[config.mk]
export PLATFORM = sky130hd
export DESIGN_NAME = sound_event_window_detector
export DESIGN_NICKNAME = d
export VERILOG_FILES = /design/src/hdl/sewd_pkg.sv /design/src/hdl/sound_event_window_detector.sv
export SDC_FILE = /design/constraint.sdc
export NUM_CORES = 1
export LEC_CHECK = 0
export BUFFER_PORTS_ARGS = -buffer_cell sky130_fd_sc_hd__buf_2
export CORE_MARGIN = 8
export CORE_UTILIZATION = 28
export DETAILED_ROUTE_END_ITERATION = 12
export PLACE_DENSITY_LB_ADDON = 0.1
export SETUP_SLACK_MARGIN = 0.05
export SKIP_LAST_GASP = 1
export SYNTH_ARGS = -nofsm -noshare
export SYNTH_HDL_FRONTEND = slang
export SYNTH_SLANG_ARGS = --single-unit
[constraint.sdc]
create_clock -name clk -period 6.57 [get_ports clk]
set_input_delay 0.3285 -clock clk [delete_from_list [all_inputs] [get_ports clk]]
set_output_delay 0.3285 -clock clk [all_outputs]
set_load 0.005 [all_outputs]
[src/hdl/sewd_pkg.sv]
// Shared types and constants of the sound event window detector.
package sewd_pkg;

    localparam int ENERGY_W  = 32;
    localparam int FRAME_W   = 9;
    localparam int MODE_W    = 2;
    localparam int QUIET_W   = 8;
    localparam int WINDOW_W  = 20;
    localparam int GATHER_W  = 21;
    localparam int SUM_W     = 48;
    localparam int CFG_ADDR_W = 2;
    localparam int CFG_DATA_W = 32;
    localparam int DIV_CNT_W = 6;

    localparam int MAX_FRAMES_DEF = 256;

    localparam logic [ENERGY_W-1:0] TRIGGER_RST = 32'd1000;
    localparam logic [ENERGY_W-1:0] QUIET_RST   = 32'd500;
    localparam logic [QUIET_W-1:0]  QWIN_RST    = 8'd3;
    localparam logic [WINDOW_W-1:0] WINDOW_RST  = 20'd16000;

    localparam logic [MODE_W-1:0] PH_IDLE      = 2'd0;
    localparam logic [MODE_W-1:0] PH_GATHER    = 2'd1;
    localparam logic [MODE_W-1:0] PH_STREAM    = 2'd2;

    localparam logic [CFG_ADDR_W-1:0] REG_TRIGGER = 2'd0;
    localparam logic [CFG_ADDR_W-1:0] REG_QUIET   = 2'd1;
    localparam logic [CFG_ADDR_W-1:0] REG_QWIN    = 2'd2;
    localparam logic [CFG_ADDR_W-1:0] REG_WINDOW  = 2'd3;

    localparam logic [DIV_CNT_W-1:0] DIV_LAST = DIV_CNT_W'(SUM_W - 1);

    typedef enum logic [4:0] {
        ST_READY = 5'b00001,
        ST_EVAL  = 5'b00010,
        ST_DIV   = 5'b00100,
        ST_FIN   = 5'b01000,
        ST_EMIT  = 5'b10000
    } state_t;

    typedef enum logic {
        KIND_TRIGGER = 1'b0,
        KIND_WINDOW  = 1'b1
    } kind_t;

    typedef struct packed {
        logic                went_idle;
        logic [ENERGY_W-1:0] average_volume;
        logic                window_done;
        logic                triggered;
        logic [MODE_W-1:0]   mode;
    } result_t;

endpackage

[src/hdl/sound_event_window_detector.sv]
// Sound event window detector with a bit-serial divider for averages and trigger checks.
//
// Items enter on the s_ group and each produces exactly one result item on the m_ group.
// The loudest of the three channel energies is the block level. In idle, a block whose
// level per frame exceeds trigger_level starts an event. While active, levels and frame
// counts are summed until window_samples frames are gathered; then a window result
// carries the average volume, and enough quiet windows in a row return to idle.
// The user must write registers through cfg_wr_en, cfg_addr and cfg_wdata only while no
// item is open; the block itself does not enforce this. After acceptance an item is
// evaluated; when a division is needed it then passes through the restoring divider (one
// quotient bit per cycle), a finishing step and the output register. A window of zero
// frames skips the divider, and a muted block or one that needs no division goes from
// evaluation to the output register. Items are accepted only in the ready state.
// The output register holds a finished result while the receiver stalls, and the next
// item is accepted and worked on meanwhile; it waits in its last step until the output
// register frees up.
// Reset clears the phase, the sums and the quiet run, restores the register defaults
// and empties the output register.
module sound_event_window_detector
    import sewd_pkg::*;
#(
    parameter int MAX_FRAMES = MAX_FRAMES_DEF
) (
    input  logic                  clk,
    input  logic                  rst_n,
    input  logic                  cfg_wr_en,
    input  logic [CFG_ADDR_W-1:0] cfg_addr,
    input  logic [CFG_DATA_W-1:0] cfg_wdata,
    input  logic                  s_tvalid,
    output logic                  s_tready,
    // energy_left, energy_right, energy_back, frame_count, muted, zero fill
    input  logic [111:0]          s_tdata,
    output logic                  m_tvalid,
    input  logic                  m_tready,
    // mode, triggered, window_done, average_volume, went_idle, zero fill
    output logic [39:0]           m_tdata
);

    state_t                state_reg, state_next;
    kind_t                 kind_reg, kind_next;
    logic [ENERGY_W-1:0]   trigger_reg, trigger_next;
    logic [ENERGY_W-1:0]   quiet_lvl_reg, quiet_lvl_next;
    logic [QUIET_W-1:0]    qwin_reg, qwin_next;
    logic [WINDOW_W-1:0]   window_reg, window_next;
    logic [MODE_W-1:0]     phase_reg, phase_next;
    logic [GATHER_W-1:0]   gathered_reg, gathered_next;
    logic [QUIET_W-1:0]    quiet_run_reg, quiet_run_next;
    logic [SUM_W-1:0]      sum_reg, sum_next;
    logic [ENERGY_W-1:0]   level_reg, level_next;
    logic [FRAME_W-1:0]    frames_reg, frames_next;
    logic                  muted_reg, muted_next;
    logic [SUM_W-1:0]      quo_reg, quo_next;
    logic [GATHER_W-1:0]   rem_reg, rem_next;
    logic [GATHER_W-1:0]   divisor_reg, divisor_next;
    logic [DIV_CNT_W-1:0]  cnt_reg, cnt_next;
    result_t               res_reg, res_next;
    result_t               out_reg, out_next;
    logic                  out_valid_reg, out_valid_next;

    logic [ENERGY_W-1:0]   in_left, in_right, in_back, in_max;
    logic [FRAME_W-1:0]    in_frames, in_clamped;
    logic [SUM_W:0]        sum_wide;
    logic [SUM_W-1:0]      sum_sat;
    logic [GATHER_W:0]     gather_wide;
    logic [GATHER_W-1:0]   gather_sat;
    logic [GATHER_W:0]     trial;
    logic                  trial_ok;
    logic [ENERGY_W-1:0]   avg;
    logic [QUIET_W-1:0]    quiet_inc;

    assign in_left   = s_tdata[31:0];
    assign in_right  = s_tdata[63:32];
    assign in_back   = s_tdata[95:64];
    assign in_frames = s_tdata[104:96];

    assign s_tready = (state_reg == ST_READY);
    assign m_tvalid = out_valid_reg;
    assign m_tdata  = {3'b000, out_reg};

    always_comb
    begin
        in_max = in_left;
        if (in_right > in_max)
        begin
            in_max = in_right;
        end
        if (in_back > in_max)
        begin
            in_max = in_back;
        end
        in_clamped = in_frames;
        if (int'(in_frames) > MAX_FRAMES)
        begin
            in_clamped = FRAME_W'(MAX_FRAMES);
        end
    end

    always_comb
    begin
        sum_wide    = {1'b0, sum_reg} + {{(SUM_W - ENERGY_W + 1){1'b0}}, level_reg};
        sum_sat     = sum_wide[SUM_W] ? {SUM_W{1'b1}} : sum_wide[SUM_W-1:0];
        gather_wide = {1'b0, gathered_reg} + {{(GATHER_W - FRAME_W + 1){1'b0}}, frames_reg};
        gather_sat  = gather_wide[GATHER_W] ? {GATHER_W{1'b1}} : gather_wide[GATHER_W-1:0];
        trial       = {rem_reg, quo_reg[SUM_W-1]};
        trial_ok    = (trial >= {1'b0, divisor_reg});
        avg         = (|quo_reg[SUM_W-1:ENERGY_W]) ? {ENERGY_W{1'b1}} : quo_reg[ENERGY_W-1:0];
        quiet_inc   = (quiet_run_reg != {QUIET_W{1'b1}}) ? quiet_run_reg + 1'b1 : quiet_run_reg;
    end

    always_comb
    begin
        state_next     = state_reg;
        kind_next      = kind_reg;
        trigger_next   = trigger_reg;
        quiet_lvl_next = quiet_lvl_reg;
        qwin_next      = qwin_reg;
        window_next    = window_reg;
        phase_next     = phase_reg;
        gathered_next  = gathered_reg;
        quiet_run_next = quiet_run_reg;
        sum_next       = sum_reg;
        level_next     = level_reg;
        frames_next    = frames_reg;
        muted_next     = muted_reg;
        quo_next       = quo_reg;
        rem_next       = rem_reg;
        divisor_next   = divisor_reg;
        cnt_next       = cnt_reg;
        res_next       = res_reg;
        out_next       = out_reg;
        out_valid_next = out_valid_reg && !m_tready;

        if (cfg_wr_en)
        begin
            unique case (cfg_addr)
                REG_TRIGGER: trigger_next   = cfg_wdata;
                REG_QUIET:   quiet_lvl_next = cfg_wdata;
                REG_QWIN:    qwin_next      = cfg_wdata[QUIET_W-1:0];
                REG_WINDOW:  window_next    = cfg_wdata[WINDOW_W-1:0];
                default:     window_next    = window_reg;
            endcase
        end

        unique case (state_reg)
            ST_READY:
            begin
                if (s_tvalid)
                begin
                    level_next  = in_max;
                    frames_next = in_clamped;
                    muted_next  = s_tdata[105];
                    state_next  = ST_EVAL;
                end
            end
            ST_EVAL:
            begin
                res_next = '{went_idle: 1'b0, average_volume: '0, window_done: 1'b0,
                             triggered: 1'b0, mode: phase_reg};
                rem_next = '0;
                cnt_next = DIV_LAST;
                if (muted_reg)
                begin
                    state_next = ST_EMIT;
                end
                else if (phase_reg == PH_IDLE)
                begin
                    if (frames_reg == '0)
                    begin
                        state_next = ST_EMIT;
                    end
                    else
                    begin
                        kind_next    = KIND_TRIGGER;
                        quo_next     = {{(SUM_W - ENERGY_W){1'b0}}, level_reg};
                        divisor_next = {{(GATHER_W - FRAME_W){1'b0}}, frames_reg};
                        state_next   = ST_DIV;
                    end
                end
                else
                begin
                    sum_next      = sum_sat;
                    gathered_next = gather_sat;
                    if (gather_sat >= {1'b0, window_reg})
                    begin
                        kind_next    = KIND_WINDOW;
                        quo_next     = sum_sat;
                        divisor_next = gather_sat;
                        if (gather_sat == '0)
                        begin
                            quo_next   = '0;
                            state_next = ST_FIN;
                        end
                        else
                        begin
                            state_next = ST_DIV;
                        end
                    end
                    else
                    begin
                        state_next = ST_EMIT;
                    end
                end
            end
            ST_DIV:
            begin
                rem_next = trial_ok ? GATHER_W'(trial - {1'b0, divisor_reg})
                                    : trial[GATHER_W-1:0];
                quo_next = {quo_reg[SUM_W-2:0], trial_ok};
                cnt_next = cnt_reg - 1'b1;
                if (cnt_reg == '0)
                begin
                    state_next = ST_FIN;
                end
            end
            ST_FIN:
            begin
                if (kind_reg == KIND_TRIGGER)
                begin
                    if (quo_reg > {{(SUM_W - ENERGY_W){1'b0}}, trigger_reg})
                    begin
                        phase_next         = PH_GATHER;
                        gathered_next      = {{(GATHER_W - FRAME_W){1'b0}}, frames_reg};
                        sum_next           = {{(SUM_W - ENERGY_W){1'b0}}, level_reg};
                        res_next.triggered = 1'b1;
                        res_next.mode      = PH_GATHER;
                    end
                end
                else
                begin
                    res_next.window_done    = 1'b1;
                    res_next.average_volume = avg;
                    gathered_next           = '0;
                    sum_next                = '0;
                    phase_next              = (phase_reg == PH_GATHER) ? PH_STREAM : phase_reg;
                    if (avg < quiet_lvl_reg)
                    begin
                        quiet_run_next = quiet_inc;
                        if (quiet_inc >= qwin_reg)
                        begin
                            phase_next         = PH_IDLE;
                            quiet_run_next     = '0;
                            res_next.went_idle = 1'b1;
                        end
                    end
                    else
                    begin
                        quiet_run_next = '0;
                    end
                    res_next.mode = phase_next;
                end
                state_next = ST_EMIT;
            end
            ST_EMIT:
            begin
                if (!out_valid_reg || m_tready)
                begin
                    out_next       = res_reg;
                    out_valid_next = 1'b1;
                    state_next     = ST_READY;
                end
            end
            default:
            begin
                state_next = ST_READY;
            end
        endcase
    end

    always_ff @(posedge clk or negedge rst_n)
    begin
        if (!rst_n)
        begin
            state_reg     <= ST_READY;
            kind_reg      <= KIND_TRIGGER;
            trigger_reg   <= TRIGGER_RST;
            quiet_lvl_reg <= QUIET_RST;
            qwin_reg      <= QWIN_RST;
            window_reg    <= WINDOW_RST;
            phase_reg     <= PH_IDLE;
            gathered_reg  <= '0;
            quiet_run_reg <= '0;
            sum_reg       <= '0;
            level_reg     <= '0;
            frames_reg    <= '0;
            muted_reg     <= 1'b0;
            quo_reg       <= '0;
            rem_reg       <= '0;
            divisor_reg   <= '0;
            cnt_reg       <= '0;
            res_reg       <= '0;
            out_reg       <= '0;
            out_valid_reg <= 1'b0;
        end
        else
        begin
            state_reg     <= state_next;
            kind_reg      <= kind_next;
            trigger_reg   <= trigger_next;
            quiet_lvl_reg <= quiet_lvl_next;
            qwin_reg      <= qwin_next;
            window_reg    <= window_next;
            phase_reg     <= phase_next;
            gathered_reg  <= gathered_next;
            quiet_run_reg <= quiet_run_next;
            sum_reg       <= sum_next;
            level_reg     <= level_next;
            frames_reg    <= frames_next;
            muted_reg     <= muted_next;
            quo_reg       <= quo_next;
            rem_reg       <= rem_next;
            divisor_reg   <= divisor_next;
            cnt_reg       <= cnt_next;
            res_reg       <= res_next;
            out_reg       <= out_next;
            out_valid_reg <= out_valid_next;
        end
    end

    a_idle_mode: assert property (@(posedge clk) disable iff (!rst_n)
        out_valid_reg && out_reg.went_idle |-> out_reg.mode == PH_IDLE)
        else $error("went_idle result without idle mode");

    a_trigger_alone: assert property (@(posedge clk) disable iff (!rst_n)
        out_valid_reg && out_reg.triggered |->
            out_reg.mode == PH_GATHER && !out_reg.window_done)
        else $error("trigger result with wrong mode or window");

    a_avg_window: assert property (@(posedge clk) disable iff (!rst_n)
        out_valid_reg && out_reg.average_volume != '0 |-> out_reg.window_done)
        else $error("average volume outside a window result");

    a_div_end: assert property (@(posedge clk) disable iff (!rst_n)
        state_reg == ST_DIV && cnt_reg == '0 |=> state_reg == ST_FIN)
        else $error("divider did not finish after its last step");

endmodule

---- Word level (Yosys, flattened, before mapping) ----
Index checks and enable logic that the tools add are counted.
storage, ports and cells
  input bits .............................. 151
  register bits after elaboration ......... 390
operators by class
  reductions and logical operators ........ 30
  bitwise gates (word level) .............. 1
  multiplexer cells ....................... 57
  $add $sub $neg .......................... 5
  order comparisons ....................... 8
  eq/ne operators ......................... 24
operators with widths
  operator                                       count
  2-to-1 mux 48 bit                              10
  one-hot mux 48 bit (2 select lines)            2
  2-to-1 mux 21 bit                              9
  2-to-1 mux 32 bit                              3
  one-hot mux 21 bit (2 select lines)            2
  one-hot mux 37 bit (2 select lines)            1
  greater-than comparator 32 bit                 2
  adder 48 x 32 -> 49 bit                        1
  greater-than comparator 48 x 32 -> 1 bit       1
  2-to-1 mux 5 bit                               7
  2-to-1 mux 34 bit                              1
  < comparator 32 bit                            1
  one-hot mux 5 bit (5 select lines)             1
  2-to-1 mux 8 bit                               3
  adder 21 x 9 -> 22 bit                         1
  >= comparator 22 x 21 -> 1 bit                 1
  inequality test 2 bit (second input constant)  11
  >= comparator 21 x 20 -> 1 bit                 1
  zero test 21 bit                               1
  subtractor 21 bit                              1
  AND reduction 2 bit                            10
  AND reduction 4 bit                            4
  OR reduction 16 bit                            1
  2-to-1 mux 2 bit                               6
  other kinds (27)                               44

---- Logic depth before layout (Yosys ltp) ----
  depth after elaboration ................. 8
  depth in mapped cells ................... 22

---- Worst setup path before layout ----
No wires, ideal clock.
  path kind ............................... reg2reg
  start point ............................. register frames_reg[8]
  end point ............................... register quo_reg[19]
  path buffers ............................ 3
  cell stages (with the launch flop) ...... 20
  path slack .............................. 1.957 ns
  data arrival time ....................... 4.489 ns
  setup time .............................. 0.123 ns
  path through ............................ dfrtp_1 ha_1 and4_1 o211ai_1 o21a_1 nor3_1 clkbuf_1 nor2_1 ha_1 nand2b_1 a2111oi_0 o21bai_1 a2111oi_0 o21ai_0 o41ai_2 clkbuf_1 buf_2 a21oi_1 a21oi_1 o21ai_2
on the way
  word-level cells in the longest chain between the ends .. 8
  elaborated cells on any way between the ends .. 13
  classes of those cells .................. 1 x add/sub; 1 x order compare; 2 x eq/ne; 6 x mux; 3 x reduce/logical
ends and longest elaborated chain
  element                                                                         RTL line                            source
  start, declared                                                                 sound_event_window_detector.sv:50   logic [FRAME_W-1:0] frames_reg, frames_next;
  start signal, assigned                                                          sound_event_window_detector.sv:307  frames_reg <= frames_next;
  parallel branches: the longest is 8 deep, another holds adder 21 x 9 -> 22 bit  -
  end signal, assigned                                                            sound_event_window_detector.sv:309  quo_reg <= quo_next;
  end, declared                                                                   sound_event_window_detector.sv:52   logic [SUM_W-1:0] quo_reg, quo_next;
Parallel ways; which one is timed is not known. The select of a mux whose other input is x is not followed.
A chain may end at the register's enable or synchronous reset.

---- Final worst setup path ----
  start point ............................. register frames_reg[8]
  end point ............................... register quo_reg[38]
Same word-level chain as after synthesis.

==> impl_metrics.yaml <==
worst_setup_path:
  crit_required_ps: 7000
  critPathLaunchType: "register"
  arrival_ps: 6100
  reg2reg_from: "frames_reg[8]"
  cpMaxStageDelayCell: "nand3b_4"
  critPathKind: "register to register"
  reg2reg_to: "quo_reg[38]"
  ff2ff_setup_slack_ps: 890
  worstPathMaxFanout: 40
  cp_common_cell: "ha_1"
  max_stage_delay_ps: 690
  rr_worst_depth: 17
  end_kind: "register"
  path_cells: "ha_1 -> and4_1 -> o211ai_1 -> o21a_1 -> nor2_1 -> nand3_1 -> and3_1 -> inv_1 -> ha_1 -> a21o_1 -> a211oi_1 -> nand2b_1 -> a2111oi_0 -> o21ai_0 -> o41ai_4 -> nand3b_4 -> a22oi_2"
power:
  p_leak_nw: 14.1
  irDropWorstVdd_mv: 0.231
  finalPower_mw: 12.2
  powerDensity_nw_per_um2: 413
place:
  dpl.cell_count: 4069
  dp_hpwl_um: 62700
  io_buffers: 183
  place_area_um2: 27500
  gp_congestion: 0.863
synth:
  synth_top_area_cell: "dfrtp_1"
  netlist_top_cells_count: "369 x dfrtp_1, 316 x nand2_1, 227 x a21oi_1"
  async_reset_ff_frac: 1.00
  ys.flop_type: "dfrtp_1"
  synth_top_area_share: 0.365
  synth_edf_count: 0
  mappedNetlistArea_um2: 25300
  yosysUniqueCellTypes: 78
  syn_inst: 2816
  ys_warn_count: 0
  yosysSeqAreaShare: 0.387
  avgSynthCellArea_um2: 8.98
  synth_most_common_cell: "dfrtp_1"
  ys_ff_latch: 390
  ys_top_cells_by_area: "dfrtp_1 37%, ha_1 11%, nand2_1 4.7%, mux2_2 4.6%, a21oi_1 4.5%"
timing:
  layout_min_cycle_time_ps: 5680
  hold_viol: 0
  finalSetupViolations: 0
  slew_viol_final: 0
  max_freq_mhz: 176
  fin_tns_setup_ps: 0
  min_period_over_period: 0.864
  rsz0062_at_grt: "false"
  maxSlewHeadroom: 0.231
  clock_skew_ps: 26.6
  worst_pin_slew_ps: 1150
floorplan:
  dieArea_um2: 100000
  start_util: 0.282
  die_h_um: 316
  die_w_um: 316
  io_pins: 193
  row_count: 110
  core_region_area_um2: 89700
global_route:
  antenna_found_initial: 0
  grt_usage: 0.164
  grt_pass1_wl_um: 131000
  overflow: 0
  grt_pass1_vias: 22200
  grt_max_degree: 127
clock_network:
  clk_latency_ps: 600
  cts_tree: "built"
  cts-resized-gates: 0
  cts.clk_slew.worst_paths_ps: 60
  htreeDepth: 2
  cts_setup_buffers: 0
  root_buffer: "clkbuf_16"
  clock-sinks: 390
  numCtsBuffers: 48
  clock_path_buffers: 3
routing:
  vias: 21500
  first_iter_violations: 1195
  drt_wl_total_um: 83800
  drcViolationCount: 0
  antenna_left: 0
  drtPass1Iterations: 5
  drt-wirelength-per-cell_um: 19.9
  avgViaCountPerCell: 5.11
min_path:
  hold_start: "cfg_wdata[12]"
  hold_class: "input port to register"
  holdPathStages: 3
  hold_end: "trigger_reg[12]"
finish:
  fin_cells: 4210
  postLayoutCellArea_um2: 29600
  layout.nets: 3369
  area_growth_pct: 17.1
  layout-drive-gt1-share: 0.170
  fill_cells: 9422
run_status:
  status: "finished, final reports clean"
flow_run:
  cap_violations: 0
cell families (layout without fill, tap and decap cells):
logic type,Yosys count,after routing,share of synthesized area
DFF,390,390,0.387
AOI/OAI and AO/OA,762,762,0.194
buffers and inverters,331,546,0.0515
other,1,4,0.000148
xor gates and xnor gates,63,63,0.0218
and+or+nand+nor,885,885,0.166
muxes,161,161,0.0688
adders and majority gates,223,223,0.111
how the worst max path moves through the flow:
stage                       end     startpoint  slack [ps]  cells past startpoint
global route        quo_reg[36]  frames_reg[8]         340                     17
global placement    quo_reg[38]  frames_reg[8]        1120                     16
detailed placement  quo_reg[38]  frames_reg[8]         980                     17
finish              quo_reg[38]  frames_reg[8]         890                     17
floorplan           quo_reg[19]  frames_reg[8]        1960                     19
CTS                 quo_reg[38]  frames_reg[8]         940                     17
timing repair:
item                                    4_1_cts  5_1_grt
endpoints found under the setup margin        0        0
hold endpoints to repair                    140        0
hold buffers                                 52        0
power by group:
part | switching [mW] | internal (mW) | total, mW
logic | 3.48 | 2.47 | 5.95
registers | 0.623 | 2.95 | 3.57
clock network | 1.10 | 1.61 | 2.71
total | 5.21 | 7.03 | 12.2
cell type report:
type / count / area, um2 / share of cell area
clock inverters: 17 / 201 / 0.00681
repair buffers: 268 / 1740 / 0.0589
flip-flops and latches: 390 / 9790 / 0.331
diodes: 1 / 2.50 / 0.0000845
multi-input cells: 2097 / 14300 / 0.482
inverters: 190 / 713 / 0.0241
clock buffers: 71 / 1410 / 0.0476
well taps: 1176 / 1470 / 0.0497
placed cells by master, fill, tap and decap left out, types with 38 or more instances in the layout:
cell type / n
dlygate4sd3_1: 52
nor2_1: 168
o211ai_1: 52
nand3_1: 139
mux2i_1: 58
xnor2_1: 48
nand4_1: 38
buf_2: 182
a21o_1: 66
dfrtp_1: 369
mux2_2: 103
a21oi_1: 227
inv_1: 189
clkbuf_16: 48
nand2_1: 316
or2_2: 41
o21ai_0: 164
ha_1: 220
critical path, delay by kind of cell (launching register included):
kind | cells | cell delay (ps)
AOI/OAI and AO/OA | 8 | 2030
buffers and inverters | 1 | 90
and+or+nand+nor | 6 | 2250
adders and majority gates | 2 | 660
DFF | 1 | 460
routing by layer:
metal / global-route usage / routed length (um) / vias up
li1: - / - / 10400
met1: 0.223 / 39900 / 10400
met2: 0.270 / 38100 / 497
met3: 0.0236 / 3480 / 117
met4: 0.0493 / 2400 / 0
met5: 0 / 0 / -
through the flow:
stage / setup WS (ps) / hold slack (ps) / utilization
4_1_cts: 937 / 0.765 / 0.330
6_report: 893 / 31.3 / 0.330
5_1_grt: 344 / 24.5 / 0.330
3_3_place_gp: 1120 / 392 / 0.306
2_1_floorplan: 1960 / 32.9 / -
3_5_place_dp: 975 / 393 / 0.306
Note: power is estimated with default switching activity, not from simulation.
